`src/hdl/sssq_pkg.sv`:
```
`default_nettype none

package sssq_pkg;

   localparam int TIME_BITS  = 32;
   localparam int STICK_BITS = 16;

   localparam logic [TIME_BITS-1:0] WATCHDOG_MS = TIME_BITS'(500);
   localparam logic [TIME_BITS-1:0] FRESH_MS    = TIME_BITS'(250);

   localparam logic [15:0] STICK_LOW_MASK = 16'((32'd1 << (16 - STICK_BITS)) - 32'd1);

   localparam int REQ_DATA_BITS = 152;
   localparam int RSP_DATA_BITS = 88;
   localparam int CSR_INDEX_BITS = 3;
   localparam int CSR_DATA_BITS  = 16;

   typedef enum logic [2:0] {
      FUNC_TICK  = 3'd0,
      FUNC_TAKE  = 3'd1,
      FUNC_CHECK = 3'd2,
      FUNC_DROP  = 3'd3,
      FUNC_FIRE  = 3'd4
   } func_type;

   typedef enum logic [CSR_INDEX_BITS-1:0] {
      REG_ENABLE      = 3'd0,
      REG_STEP_UNITS  = 3'd1,
      REG_FIRE_LEVEL  = 3'd2,
      REG_REARM_LEVEL = 3'd3,
      REG_REPEAT_MS   = 3'd4
   } reg_index_type;

   typedef enum logic [1:0] {
      VERDICT_NONE    = 2'd0,
      VERDICT_HONORED = 2'd1,
      VERDICT_IGNORED = 2'd2
   } verdict_type;

endpackage

`default_nettype wire

```
`src/hdl/stick_snap_step_qualifier_unit.sv`:
```
`default_nettype none

// Snap-turn step qualifier.
// The req_ channel carries one item per transfer: the function code in req_tuser and the
// stick, time, writer and yaw fields in req_tdata. Every item produces exactly one result
// on the rsp_ channel. Registers are written through the csr_ port, one register per cycle
// with csr_we high; the user must write them only while no item is in flight, which the
// block itself does not enforce. An item is accepted when req_tvalid and req_tready are
// both high; its result is in the output register on the next cycle. All state updates
// of an item are done by the logic between the input ports and the output register, so
// the block sustains one item per clock while the receiver does not stall.
// When the receiver stalls, the result holds in the output register and req_tready drops;
// a new item is taken in the same cycle that the waiting result transfers.
// Synchronous reset empties the output register, sets the armed flag, clears the pending
// total, the time stamps and the honor check, and returns all registers to their defaults.
module stick_snap_step_qualifier_unit (
   input  wire                                clock,
   input  wire                                reset,
   input  wire                                req_tvalid,
   output logic                               req_tready,
   // stick_x[15:0], stick_would_turn[16], controllers_active[17], writer_ok[18],
   // writer_stamp_ms[50:19], now_ms[82:51], incoming_yaw[114:83], have_prev_write[115],
   // prev_write_yaw[147:116], step_left[148], zero[151:149]
   input  wire [sssq_pkg::REQ_DATA_BITS-1:0]  req_tdata,
   // func[2:0]
   input  wire [2:0]                          req_tuser,
   output logic                               rsp_tvalid,
   input  wire                                rsp_tready,
   // lane_open[0], eat_stick[1], fired_step[18:2], pending_total[50:19],
   // taken_step[82:51], dropped[83], honour_result[85:84], armed_now[86], zero[87]
   output logic [sssq_pkg::RSP_DATA_BITS-1:0] rsp_tdata,
   input  wire                                csr_we,
   input  wire [sssq_pkg::CSR_INDEX_BITS-1:0] csr_index,
   input  wire [sssq_pkg::CSR_DATA_BITS-1:0]  csr_wdata
);
   import sssq_pkg::*;

   logic                 enable_ff;
   logic [15:0]          step_units_ff;
   logic [14:0]          fire_level_ff;
   logic [14:0]          rearm_level_ff;
   logic [10:0]          repeat_ms_ff;

   logic                 armed_ff, armed_in;
   logic [TIME_BITS-1:0] last_fire_ff, last_fire_in;
   logic signed [31:0]   pending_ff, pending_in;
   logic [TIME_BITS-1:0] queued_ff, queued_in;
   logic signed [31:0]   check_step_ff, check_step_in;
   logic                 check_pending_ff, check_pending_in;

   logic                 rsp_valid_ff;
   logic [RSP_DATA_BITS-1:0] rsp_data_ff, rsp_data_in;

   logic                 accept;
   func_type             func;
   logic signed [15:0]   stick_x;
   logic                 would_turn, ctl_active, writer_ok, have_prev, step_left;
   logic [TIME_BITS-1:0] stamp, now;
   logic signed [31:0]   incoming_yaw, prev_yaw;

   logic [16:0]          abs_x;
   logic                 lane, eat, drop, do_fire, fire_neg;
   logic signed [16:0]   fired;
   logic signed [31:0]   taken, pending_base;
   logic signed [32:0]   pending_sum;
   logic signed [31:0]   pending_sat;
   logic [1:0]           verdict;
   logic signed [15:0]   drift;
   logic [16:0]          abs_drift;
   logic [32:0]          abs_check;
   logic                 below_rearm, at_fire, repeat_due, watchdog_hit;

   assign req_tready = !rsp_valid_ff || rsp_tready;
   assign accept     = req_tvalid && req_tready;
   assign rsp_tvalid = rsp_valid_ff;
   assign rsp_tdata  = rsp_data_ff;

   assign func         = func_type'(req_tuser);
   assign stick_x      = signed'(req_tdata[15:0] & ~STICK_LOW_MASK);
   assign would_turn   = req_tdata[16];
   assign ctl_active   = req_tdata[17];
   assign writer_ok    = req_tdata[18];
   assign stamp        = TIME_BITS'(req_tdata[50:19]);
   assign now          = TIME_BITS'(req_tdata[82:51]);
   assign incoming_yaw = signed'(req_tdata[114:83]);
   assign have_prev    = req_tdata[115];
   assign prev_yaw     = signed'(req_tdata[147:116]);
   assign step_left    = req_tdata[148];

   always_comb begin
      abs_x = stick_x[15] ? 17'(-{stick_x[15], stick_x}) : 17'({1'b0, stick_x});
      lane = enable_ff && ctl_active && writer_ok && ((now - stamp) < FRESH_MS);
      below_rearm = abs_x < {2'b00, rearm_level_ff};
      at_fire = abs_x >= {2'b00, fire_level_ff};
      repeat_due = (repeat_ms_ff != 11'd0)
         && ((now - last_fire_ff) >= TIME_BITS'(repeat_ms_ff));
      watchdog_hit = (pending_ff != 32'sd0) && ((now - queued_ff) > WATCHDOG_MS);

      drift = 16'(incoming_yaw - prev_yaw);
      abs_drift = drift[15] ? 17'(-{drift[15], drift}) : 17'({1'b0, drift});
      abs_check = check_step_ff[31] ? 33'(-{check_step_ff[31], check_step_ff})
                                    : {1'b0, check_step_ff};

      armed_in = armed_ff;
      last_fire_in = last_fire_ff;
      queued_in = queued_ff;
      check_step_in = check_step_ff;
      check_pending_in = check_pending_ff;
      pending_base = pending_ff;
      eat = 1'b0;
      drop = 1'b0;
      do_fire = 1'b0;
      fire_neg = !(stick_x > 16'sd0);
      taken = 32'sd0;
      verdict = VERDICT_NONE;

      case (func)
         FUNC_TICK: begin
            if (watchdog_hit) begin
               pending_base = 32'sd0;
               drop = 1'b1;
            end
            if (!lane || !would_turn) begin
               armed_in = below_rearm;
            end else begin
               eat = 1'b1;
               if (armed_ff && at_fire) begin
                  do_fire = 1'b1;
                  armed_in = 1'b0;
               end else if (!armed_ff && below_rearm) begin
                  armed_in = 1'b1;
               end else if (!armed_ff && at_fire && repeat_due) begin
                  do_fire = 1'b1;
               end
            end
         end
         FUNC_TAKE: begin
            taken = pending_ff;
            pending_base = 32'sd0;
            if (pending_ff != 32'sd0) begin
               check_step_in = pending_ff;
               check_pending_in = 1'b1;
            end
         end
         FUNC_CHECK: begin
            if (check_pending_ff) begin
               check_pending_in = 1'b0;
               if (have_prev) begin
                  verdict = ({15'd0, abs_drift} < abs_check[32:1]) ? VERDICT_HONORED
                                                                   : VERDICT_IGNORED;
               end
            end
         end
         FUNC_DROP: begin
            if (pending_ff != 32'sd0) begin
               pending_base = 32'sd0;
               drop = 1'b1;
            end
         end
         FUNC_FIRE: begin
            do_fire = 1'b1;
            fire_neg = step_left;
         end
         default: begin
         end
      endcase

      fired = 17'sd0;
      if (do_fire) begin
         fired = fire_neg ? 17'(-{1'b0, step_units_ff}) : 17'({1'b0, step_units_ff});
         last_fire_in = now;
         queued_in = now;
      end
      pending_sum = 33'(pending_base) + 33'(fired);
      if (pending_sum > 33'sh0_7FFF_FFFF) begin
         pending_sat = 32'sh7FFF_FFFF;
      end else if (pending_sum < -33'sh0_8000_0000) begin
         pending_sat = 32'sh8000_0000;
      end else begin
         pending_sat = pending_sum[31:0];
      end
      pending_in = pending_sat;

      rsp_data_in = {1'b0, armed_in, verdict, drop, taken, pending_in, fired, eat, lane};
   end

   always_ff @(posedge clock) begin
      if (reset) begin
         enable_ff <= 1'b0;
         step_units_ff <= 16'd8192;
         fire_level_ff <= 15'd19661;
         rearm_level_ff <= 15'd9830;
         repeat_ms_ff <= 11'd0;
         armed_ff <= 1'b1;
         last_fire_ff <= '0;
         pending_ff <= 32'sd0;
         queued_ff <= '0;
         check_step_ff <= 32'sd0;
         check_pending_ff <= 1'b0;
         rsp_valid_ff <= 1'b0;
      end else begin
         if (accept) begin
            last_fire_ff <= last_fire_in;
            pending_ff <= pending_in;
            queued_ff <= queued_in;
            check_step_ff <= check_step_in;
            check_pending_ff <= check_pending_in;
            rsp_valid_ff <= 1'b1;
         end else if (rsp_tready) begin
            rsp_valid_ff <= 1'b0;
         end
         if (csr_we && (reg_index_type'(csr_index) == REG_ENABLE)) begin
            armed_ff <= 1'b0;
         end else if (accept) begin
            armed_ff <= armed_in;
         end
         if (csr_we) begin
            case (reg_index_type'(csr_index))
               REG_ENABLE: begin
                  enable_ff <= csr_wdata[0];
               end
               REG_STEP_UNITS: begin
                  step_units_ff <= csr_wdata;
               end
               REG_FIRE_LEVEL: begin
                  fire_level_ff <= csr_wdata[14:0];
               end
               REG_REARM_LEVEL: begin
                  rearm_level_ff <= csr_wdata[14:0];
               end
               REG_REPEAT_MS: begin
                  repeat_ms_ff <= csr_wdata[10:0];
               end
               default: begin
               end
            endcase
         end
      end
   end

   always_ff @(posedge clock) begin
      if (accept) begin
         rsp_data_ff <= rsp_data_in;
      end
   end

endmodule

`default_nettype wire

```
`config.mk`:
```
export PLATFORM = sky130hd
export DESIGN_NAME = stick_snap_step_qualifier_unit
export DESIGN_NICKNAME = d
export VERILOG_FILES = /design/src/hdl/sssq_pkg.sv /design/src/hdl/stick_snap_step_qualifier_unit.sv
export SDC_FILE = /design/constraint.sdc
export NUM_CORES = 1
export LEC_CHECK = 0
export BUFFER_PORTS_ARGS = -buffer_cell sky130_fd_sc_hd__buf_2
export CORE_ASPECT_RATIO = 0.5
export CORE_MARGIN = 2
export CORE_UTILIZATION = 41
export CTS_CLUSTER_SIZE = 28
export DETAILED_ROUTE_END_ITERATION = 8
export GPL_TIMING_DRIVEN = 0
export PLACE_DENSITY = 0.6
export SYNTH_ARGS = -nofsm -noshare
export SYNTH_HDL_FRONTEND = slang
export SYNTH_SLANG_ARGS = --single-unit
```
`constraint.sdc`:
```
create_clock -name clock -period 7.9 [get_ports clock]
set_input_delay 0.395 -clock clock [delete_from_list [all_inputs] [get_ports clock]]
set_output_delay 0.395 -clock clock [all_outputs]
set_load 0.005 [all_outputs]
```
==> results of run 1 <==
## flip-flops by register name (all words and copies together), names as in the netlist, 11 cells and up
| name | count |
|---|---|
| rsp_tdata | 87 |
| check_step_ff | 32 |
| pending_ff | 32 |
| queued_ff | 32 |
| step_units_ff | 16 |
| fire_level_ff | 15 |
| rearm_level_ff | 15 |
| repeat_ms_ff | 11 |
## logic make-up after synthesis
group | share of synthesized area
AOI/OAI and AO/OA | 0.212
xor gates and xnor gates | 0.0620
adders and majority gates | 0.112
buffers and inverters | 0.0622
DFF | 0.289
muxes | 0.0224
other | 0.000188
and+or+nand+nor | 0.240
## cell usage in the layout, fill, tap and decap left out, drive strengths merged, types with 18 or more instances in the layout
cell,n
a211oi,26
a21o,55
a21oi,181
a22oi,33
and2,75
buf,262
clkbuf,112
dfxtp,157
edfxtp,87
ha,168
inv,163
mux2i,40
nand2,300
nand2b,25
nand3,67
nand3b,20
nand4,33
nor2,235
nor2b,37
nor3,55
nor4,30
o211ai,50
o21a,26
o21ai,101
o21bai,18
xnor2,100
xor2,41
## worst min path at each step
stage | start | to | slack [ns] | cells past startpoint
finish | req_tvalid | rsp_tvalid | 0.09 | 3
global route | csr_wdata[15] | step_units_ff[15] | 0.09 | 3
CTS | req_tvalid | rsp_tvalid | 0.07 | 3
detailed placement | fire_level_ff[4] | fire_level_ff[4] | 0.45 | 2
global placement | fire_level_ff[4] | fire_level_ff[4] | 0.44 | 2
floorplan | fire_level_ff[12] | fire_level_ff[12] | 0.44 | 2
## timing repair
item                                    in CTS  in global routing
resized for setup                            2                 16
pin swaps                                    0                  1
endpoints found under the setup margin       5                 51
## report_power, final
part	switching (mW)	internal, mW
Combinational	0.630	0.428
Clock	0.559	0.756
Sequential	0.0409	1.37
Total	1.23	2.55
## area by class of cell
cell class | count | share of cell area
clock buffer | 35 | 0.0318
clock inverter | 15 | 0.00782
sequential | 244 | 0.251
buffer | 107 | 0.0281
timing repair buffer | 233 | 0.0524
antenna | 1 | 0.000109
inverter | 160 | 0.0262
multi-input combinational | 1926 | 0.567
tap | 649 | 0.0355
## routing by layer
layer,GRT usage,vias up,share of wire
li1,-,9253,-
met1,0.303,8580,0.46
met2,0.391,416,0.46
met3,0.0357,90,0.048
met4,0.0642,0,0.028
met5,0,-,0
## stage by stage
step	setup slack (ns)	instance area (sq um)
final	0.381	22900
after CTS	0.0843	22900
after global placement	-1.74	21900
after detailed placement	-0.375	21900
after floorplan	0.529	19900
after global routing	-0.0142	22900
## worst register-to-register path, delay by kind of cell (launching register included)
kind	cells	cell delay, ns
multiplexers	1	0.23
AND/OR/NAND/NOR	6	1.57
buffers and inverters	3	0.66
adder cells (fa/ha/maj)	2	0.54
flip-flops	1	0.31
AO/OA/AOI/OAI	13	3.99
==> impl_metrics.py, run 1 <==
metrics = {
    "worst_setup_path": {
        "worstPathArrival_ns": 7.83,
        "max_stage_delay_ns": 0.64,
        "cp-start-kind": "register",
        "critical_path_class": "register to register",
        "cp.buffers_inverters": 3,
        "cp-startpoint": "queued_ff[1]",
        "crit_slowest_cell": "a211oi_1",
        "crit_path_max_fanout": 10,
        "reg2reg_setup_slack_ns": 0.38,
        "r2r-start": "queued_ff[1]",
        "r2r_end": "rsp_tdata[27]",
        "crit_cells": 25,
        "reg2reg_depth": 25,
        "crit_family": "compound AO/OA/AOI/OAI gates",
        "critPathCaptureType": "register",
        "endpoint": "rsp_tdata[27]",
        "worstPathRequired_ns": 8.21,
    },
    "synthesis": {
        "yosys_most_used_dff": "dfxtp_1",
        "netlist_area_sq_mm": 0.0199,
        "async_reset_ff_frac": 0,
        "yosys-top-cells-area": "dfxtp_1 16%, edfxtp_1 13%, ha_1 11%",
        "synth.yosys.warnings": 0,
        "synth_edf_count": 87,
        "post-synth-top-count-cell": "nand2_1",
        "avgSynthCellArea_sq_um": 8.17,
        "ys_seq_area_frac": 0.289,
        "yosysTopAreaCellShare": 0.158,
        "yosysTopAreaCell": "dfxtp_1",
        "syn-instance-count": 2436,
        "synth_commonest_cells": "299 x nand2_1, 234 x nor2_1, 174 x a21oi_1",
        "synth_cell_types": 102,
        "ys_seq_elements": 244,
    },
    "routing": {
        "wl_um": 59800,
        "route.detailed.drc": 0,
        "antenna_left": 0,
        "drtPass1Iterations": 6,
        "vias": 18300,
        "drt_iter0_markers": 1186,
        "viasPerCell": 5.44,
        "wl_per_cell_um": 17.7,
    },
    "timing": {
        "fin_skew_ns": 0.0290,
        "finalSetupViolCount": 0,
        "tightest_slew_ns": 1.39,
        "max_freq_ghz": 0.133,
        "period_needed_ns": 7.52,
        "hold_slack_ns": 0.0933,
        "hold_viol_final": 0,
        "slew_viol_final": 0,
        "slew_headroom": 0.0714,
        "min_period_over_period": 0.952,
        "fin_setup_tns_ns": 0,
    },
    "power_and_ir_drop": {
        "power_mw": 3.78,
        "power_density_mw_per_mm2": 165,
        "p_leak_nw": 9.85,
        "ir_worst_vdd_mv": 0.107,
    },
    "finish": {
        "utilization": 0.475,
        "fin_cells": 3370,
        "nets": 3050,
        "drive_gt1_frac": 0.159,
        "nFillCells": 4834,
        "multi_input_area_sq_mm": 0.0130,
        "area_delta_synth_final_pct": 15.0,
        "ff_latch_area_sq_mm": 0.00576,
    },
    "clock_network": {
        "clkSinkCount": 244,
        "path_clk_slew_ns": 0.06,
        "cts_setup_buffers": 0,
        "h-tree-depth": 1,
        "cts_tree": "built",
        "insertion_delay_ns": 0.58,
        "holdBufCountCts": 0,
        "cts_root_buffer": "clkbuf_16",
        "cts.path.max_buffers": 3,
        "numCtsBuffers": 27,
    },
    "placed_design": {
        "gp_congestion": 0.931,
        "io_buffers": 231,
        "dpl.hpwl_um": 47700,
        "placed_cells": 3319,
    },
    "floorplan": {
        "ios": 269,
        "die-area_sq_mm": 0.0504,
        "core_area_sq_mm": 0.0482,
        "fp.dieW_um": 316,
        "die_h_um": 160,
        "rows": 57,
        "start_util": 0.413,
    },
    "job": {
        "max_cap_violations": 0,
    },
    "global_route": {
        "antenna_found_initial": 3,
        "grt_max_degree": 59,
        "grt_usage": 0.230,
        "grt_pass1_wl_um": 93600,
        "grt_pass1_vias": 17500,
        "grt_overflow_total": 0,
    },
    "min_path": {
        "min_path_type": "input port to register",
    },
    "status": {
        "status": "completed",
    },
}
(Power assumes the default switching activity.)
==> inputs of run 2 (changes only) <==
--- a/config.mk
+++ b/config.mk
@@ -12,7 +12,6 @@
 export CTS_CLUSTER_SIZE = 28
 export DETAILED_ROUTE_END_ITERATION = 8
 export GPL_TIMING_DRIVEN = 0
-export PLACE_DENSITY = 0.6
 export SYNTH_ARGS = -nofsm -noshare
 export SYNTH_HDL_FRONTEND = slang
 export SYNTH_SLANG_ARGS = --single-unit
==> constraint.sdc (replaced) <==
create_clock -name clock -period 7.9 [get_ports clock]
set_input_delay 1.58 -clock clock [delete_from_list [all_inputs] [get_ports clock]]
set_output_delay 1.58 -clock clock [all_outputs]
set_load 0.005 [all_outputs]
==> impl_metrics.py, run 2 (synthesis results as in run 1) <==
metrics = {
    "status": {
        "status": "completed",
    },
    "clock_network": {
        "holdBufCountCts": 0,
        "insertion_delay_ns": 0.56,
        "numCtsBuffers": 26,
        "clkSinkCount": 244,
        "h-tree-depth": 1,
        "cts.path.max_buffers": 3,
        "path_clk_slew_ns": 0.07,
        "cts_root_buffer": "clkbuf_16",
        "cts_tree": "built",
    },
    "worst_setup_path": {
        "crit_top_cell": "buf_4",
        "max_stage_delay_ns": 0.56,
        "crit_slowest_cell": "or4_1",
        "critPathCaptureType": "register",
        "worstPathArrival_ns": 8.18,
        "cp-start-kind": "input port",
        "crit_family": "simple AND/OR/NAND/NOR gates",
        "crit_path_max_fanout": 8,
        "worstPathRequired_ns": 8.38,
        "critical_path_class": "input port to register",
        "cp.buffers_inverters": 6,
    },
    "timing": {
        "fin_setup_tns_ns": 0,
        "hold_viol_final": 0,
        "min_period_over_period": 0.975,
        "slew_headroom": 0.0378,
        "max_freq_ghz": 0.130,
        "finalSetupViolCount": 0,
        "period_needed_ns": 7.70,
        "hold_slack_ns": 0.463,
        "grt_setup_unrepaired": "yes",
        "fin_skew_ns": 0.00953,
        "slew_viol_final": 0,
        "setup_ws_ns": 0.198,
        "tightest_slew_ns": 1.44,
    },
    "power_and_ir_drop": {
        "p_int_mw": 2.57,
        "comb_power_share": 0.285,
        "switchingPower_mw": 1.23,
        "p_leak_nw": 9.99,
        "seq_power_share": 0.370,
        "power_density_mw_per_mm2": 162,
        "switching_share": 0.323,
        "clkPwrFrac": 0.344,
        "ir_worst_vdd_mv": 0.147,
    },
    "routing": {
        "antenna_left": 0,
        "route.detailed.drc": 0,
        "drtPass1Iterations": 5,
        "drt_iter0_markers": 1259,
        "vias": 18400,
        "wl_per_cell_um": 17.8,
        "wl_um": 60200,
        "viasPerCell": 5.44,
    },
    "finish": {
        "multi_input_area_sq_mm": 0.0133,
        "nFillCells": 4835,
        "fin_cells": 3378,
        "final_cell_mix": "299 x nand2_1, 241 x buf_2, 229 x nor2_1",
        "mostFrequentLayoutCell": "nand2_1",
        "largest_reg_flops": 87,
        "drive_gt1_frac": 0.184,
        "area_delta_synth_final_pct": 17.5,
        "ff_latch_area_sq_mm": 0.00576,
        "nets": 3059,
        "fin_area_sq_mm": 0.0234,
    },
    "placed_design": {
        "placed_cells": 3318,
        "dpl.hpwl_um": 47600,
        "place_ws_ns": -1.56,
        "io_buffers": 231,
        "gp_congestion": 0.914,
        "post_dp_cell_area_sq_mm": 0.0219,
    },
    "floorplan": {
        "fp.dieW_um": 316,
        "die-area_sq_mm": 0.0504,
        "rows": 57,
        "core_area_sq_mm": 0.0482,
        "ios": 269,
        "start_util": 0.413,
        "die_h_um": 160,
    },
    "global_route": {
        "grt_usage": 0.234,
        "grt_pass1_vias": 17600,
        "grt_pass1_wl_um": 95000,
        "grt_max_degree": 61,
        "grt_overflow_total": 0,
        "antenna_found_initial": 1,
    },
    "min_path": {
        "min_path_type": "register to register",
    },
    "job": {
        "max_cap_violations": 0,
    },
}
==> run 2: cell types whose count changed in the layout (fill, tap and decap cells not counted), sizes merged <==
cell      previous run  this run
bufinv               3         4
inv                163       162
clkbuf             112       103
clkinv               9         7
clkinvlp             0         4
buf                262       277
==> run 2: per-layer routing <==
layer  part of all wire  track usage  wire length, um  vias up
met4              0.024       0.0528             1420        0
met3              0.044       0.0273             2670       89
met5                  0            0                0        -
met1               0.46        0.310            27500     8594
li1                   -            -                -     9264
met2               0.47        0.406            28500      436
==> run 2: worst paths after layout <==
path                                        from                to  slack, ns  depth (start not counted)
worst max-delay path                req_tdata[6]     pending_ff[5]       0.20                         29
worst min-delay path            fire_level_ff[9]  fire_level_ff[9]       0.46                          2
worst max register to register     queued_ff[16]     pending_ff[5]       1.22                         24
worst min register to register  fire_level_ff[9]  fire_level_ff[9]       0.46                          2
==> run 2: final cells by class <==
cell class,count,area share
inverters,160,0.0257
plain buffers,104,0.0283
clock inverters,17,0.00888
diodes,1,0.000107
well taps,649,0.0347
multi-input cells,1926,0.571
repair buffers,246,0.0556
clock buffers,31,0.0299
flip-flops and latches,244,0.246
==> run 2: what timing repair did <==
item | in CTS | in global routing
setup endpoints to repair | 63 | 62
resized for setup | 47 | 56
buffers inserted | 9 | 5
pin swaps | 6 | 12
==> run 2: power groups by stage <==
stage	logic [mW]	clock network, mW	registers (mW)
6_report	1.08	1.31	1.41
3_5_place_dp	1.05	0	1.43
2_1_floorplan	0.743	0	1.42
5_1_grt	1.22	1.39	1.41
4_1_cts	1.07	1.34	1.41
3_3_place_gp	1.03	0	1.44
==> run 2: worst reg2reg max path, cell delays in order, from the launching register on <==
cell	delay (ns)
dfxtp_1	0.30
inv_1	0.05
ha_1	0.37
a21oi_1	0.46
o211a_1	0.24
o21ai_0	0.16
or4_1	0.52
o211ai_1	0.10
o2111ai_1	0.18
nor4_4	0.40
a311oi_1	0.19
o21bai_2	0.34
clkbuf_2	0.27
and2_1	0.20
ha_4	0.22
a21o_1	0.19
a21oi_2	0.17
a21boi_2	0.09
o2111ai_2	0.30
a211oi_4	0.11
o31a_1	0.39
or3_4	0.38
a31o_4	0.30
or3_1	0.41
a311oi_2	0.26
==> run 2: through the flow <==
stage	utilization	total power, mW
2_1_floorplan	-	2.17
6_report	0.485	3.80
3_5_place_dp	0.455	2.48
3_3_place_gp	0.454	2.47
5_1_grt	0.485	4.02
4_1_cts	0.479	3.81
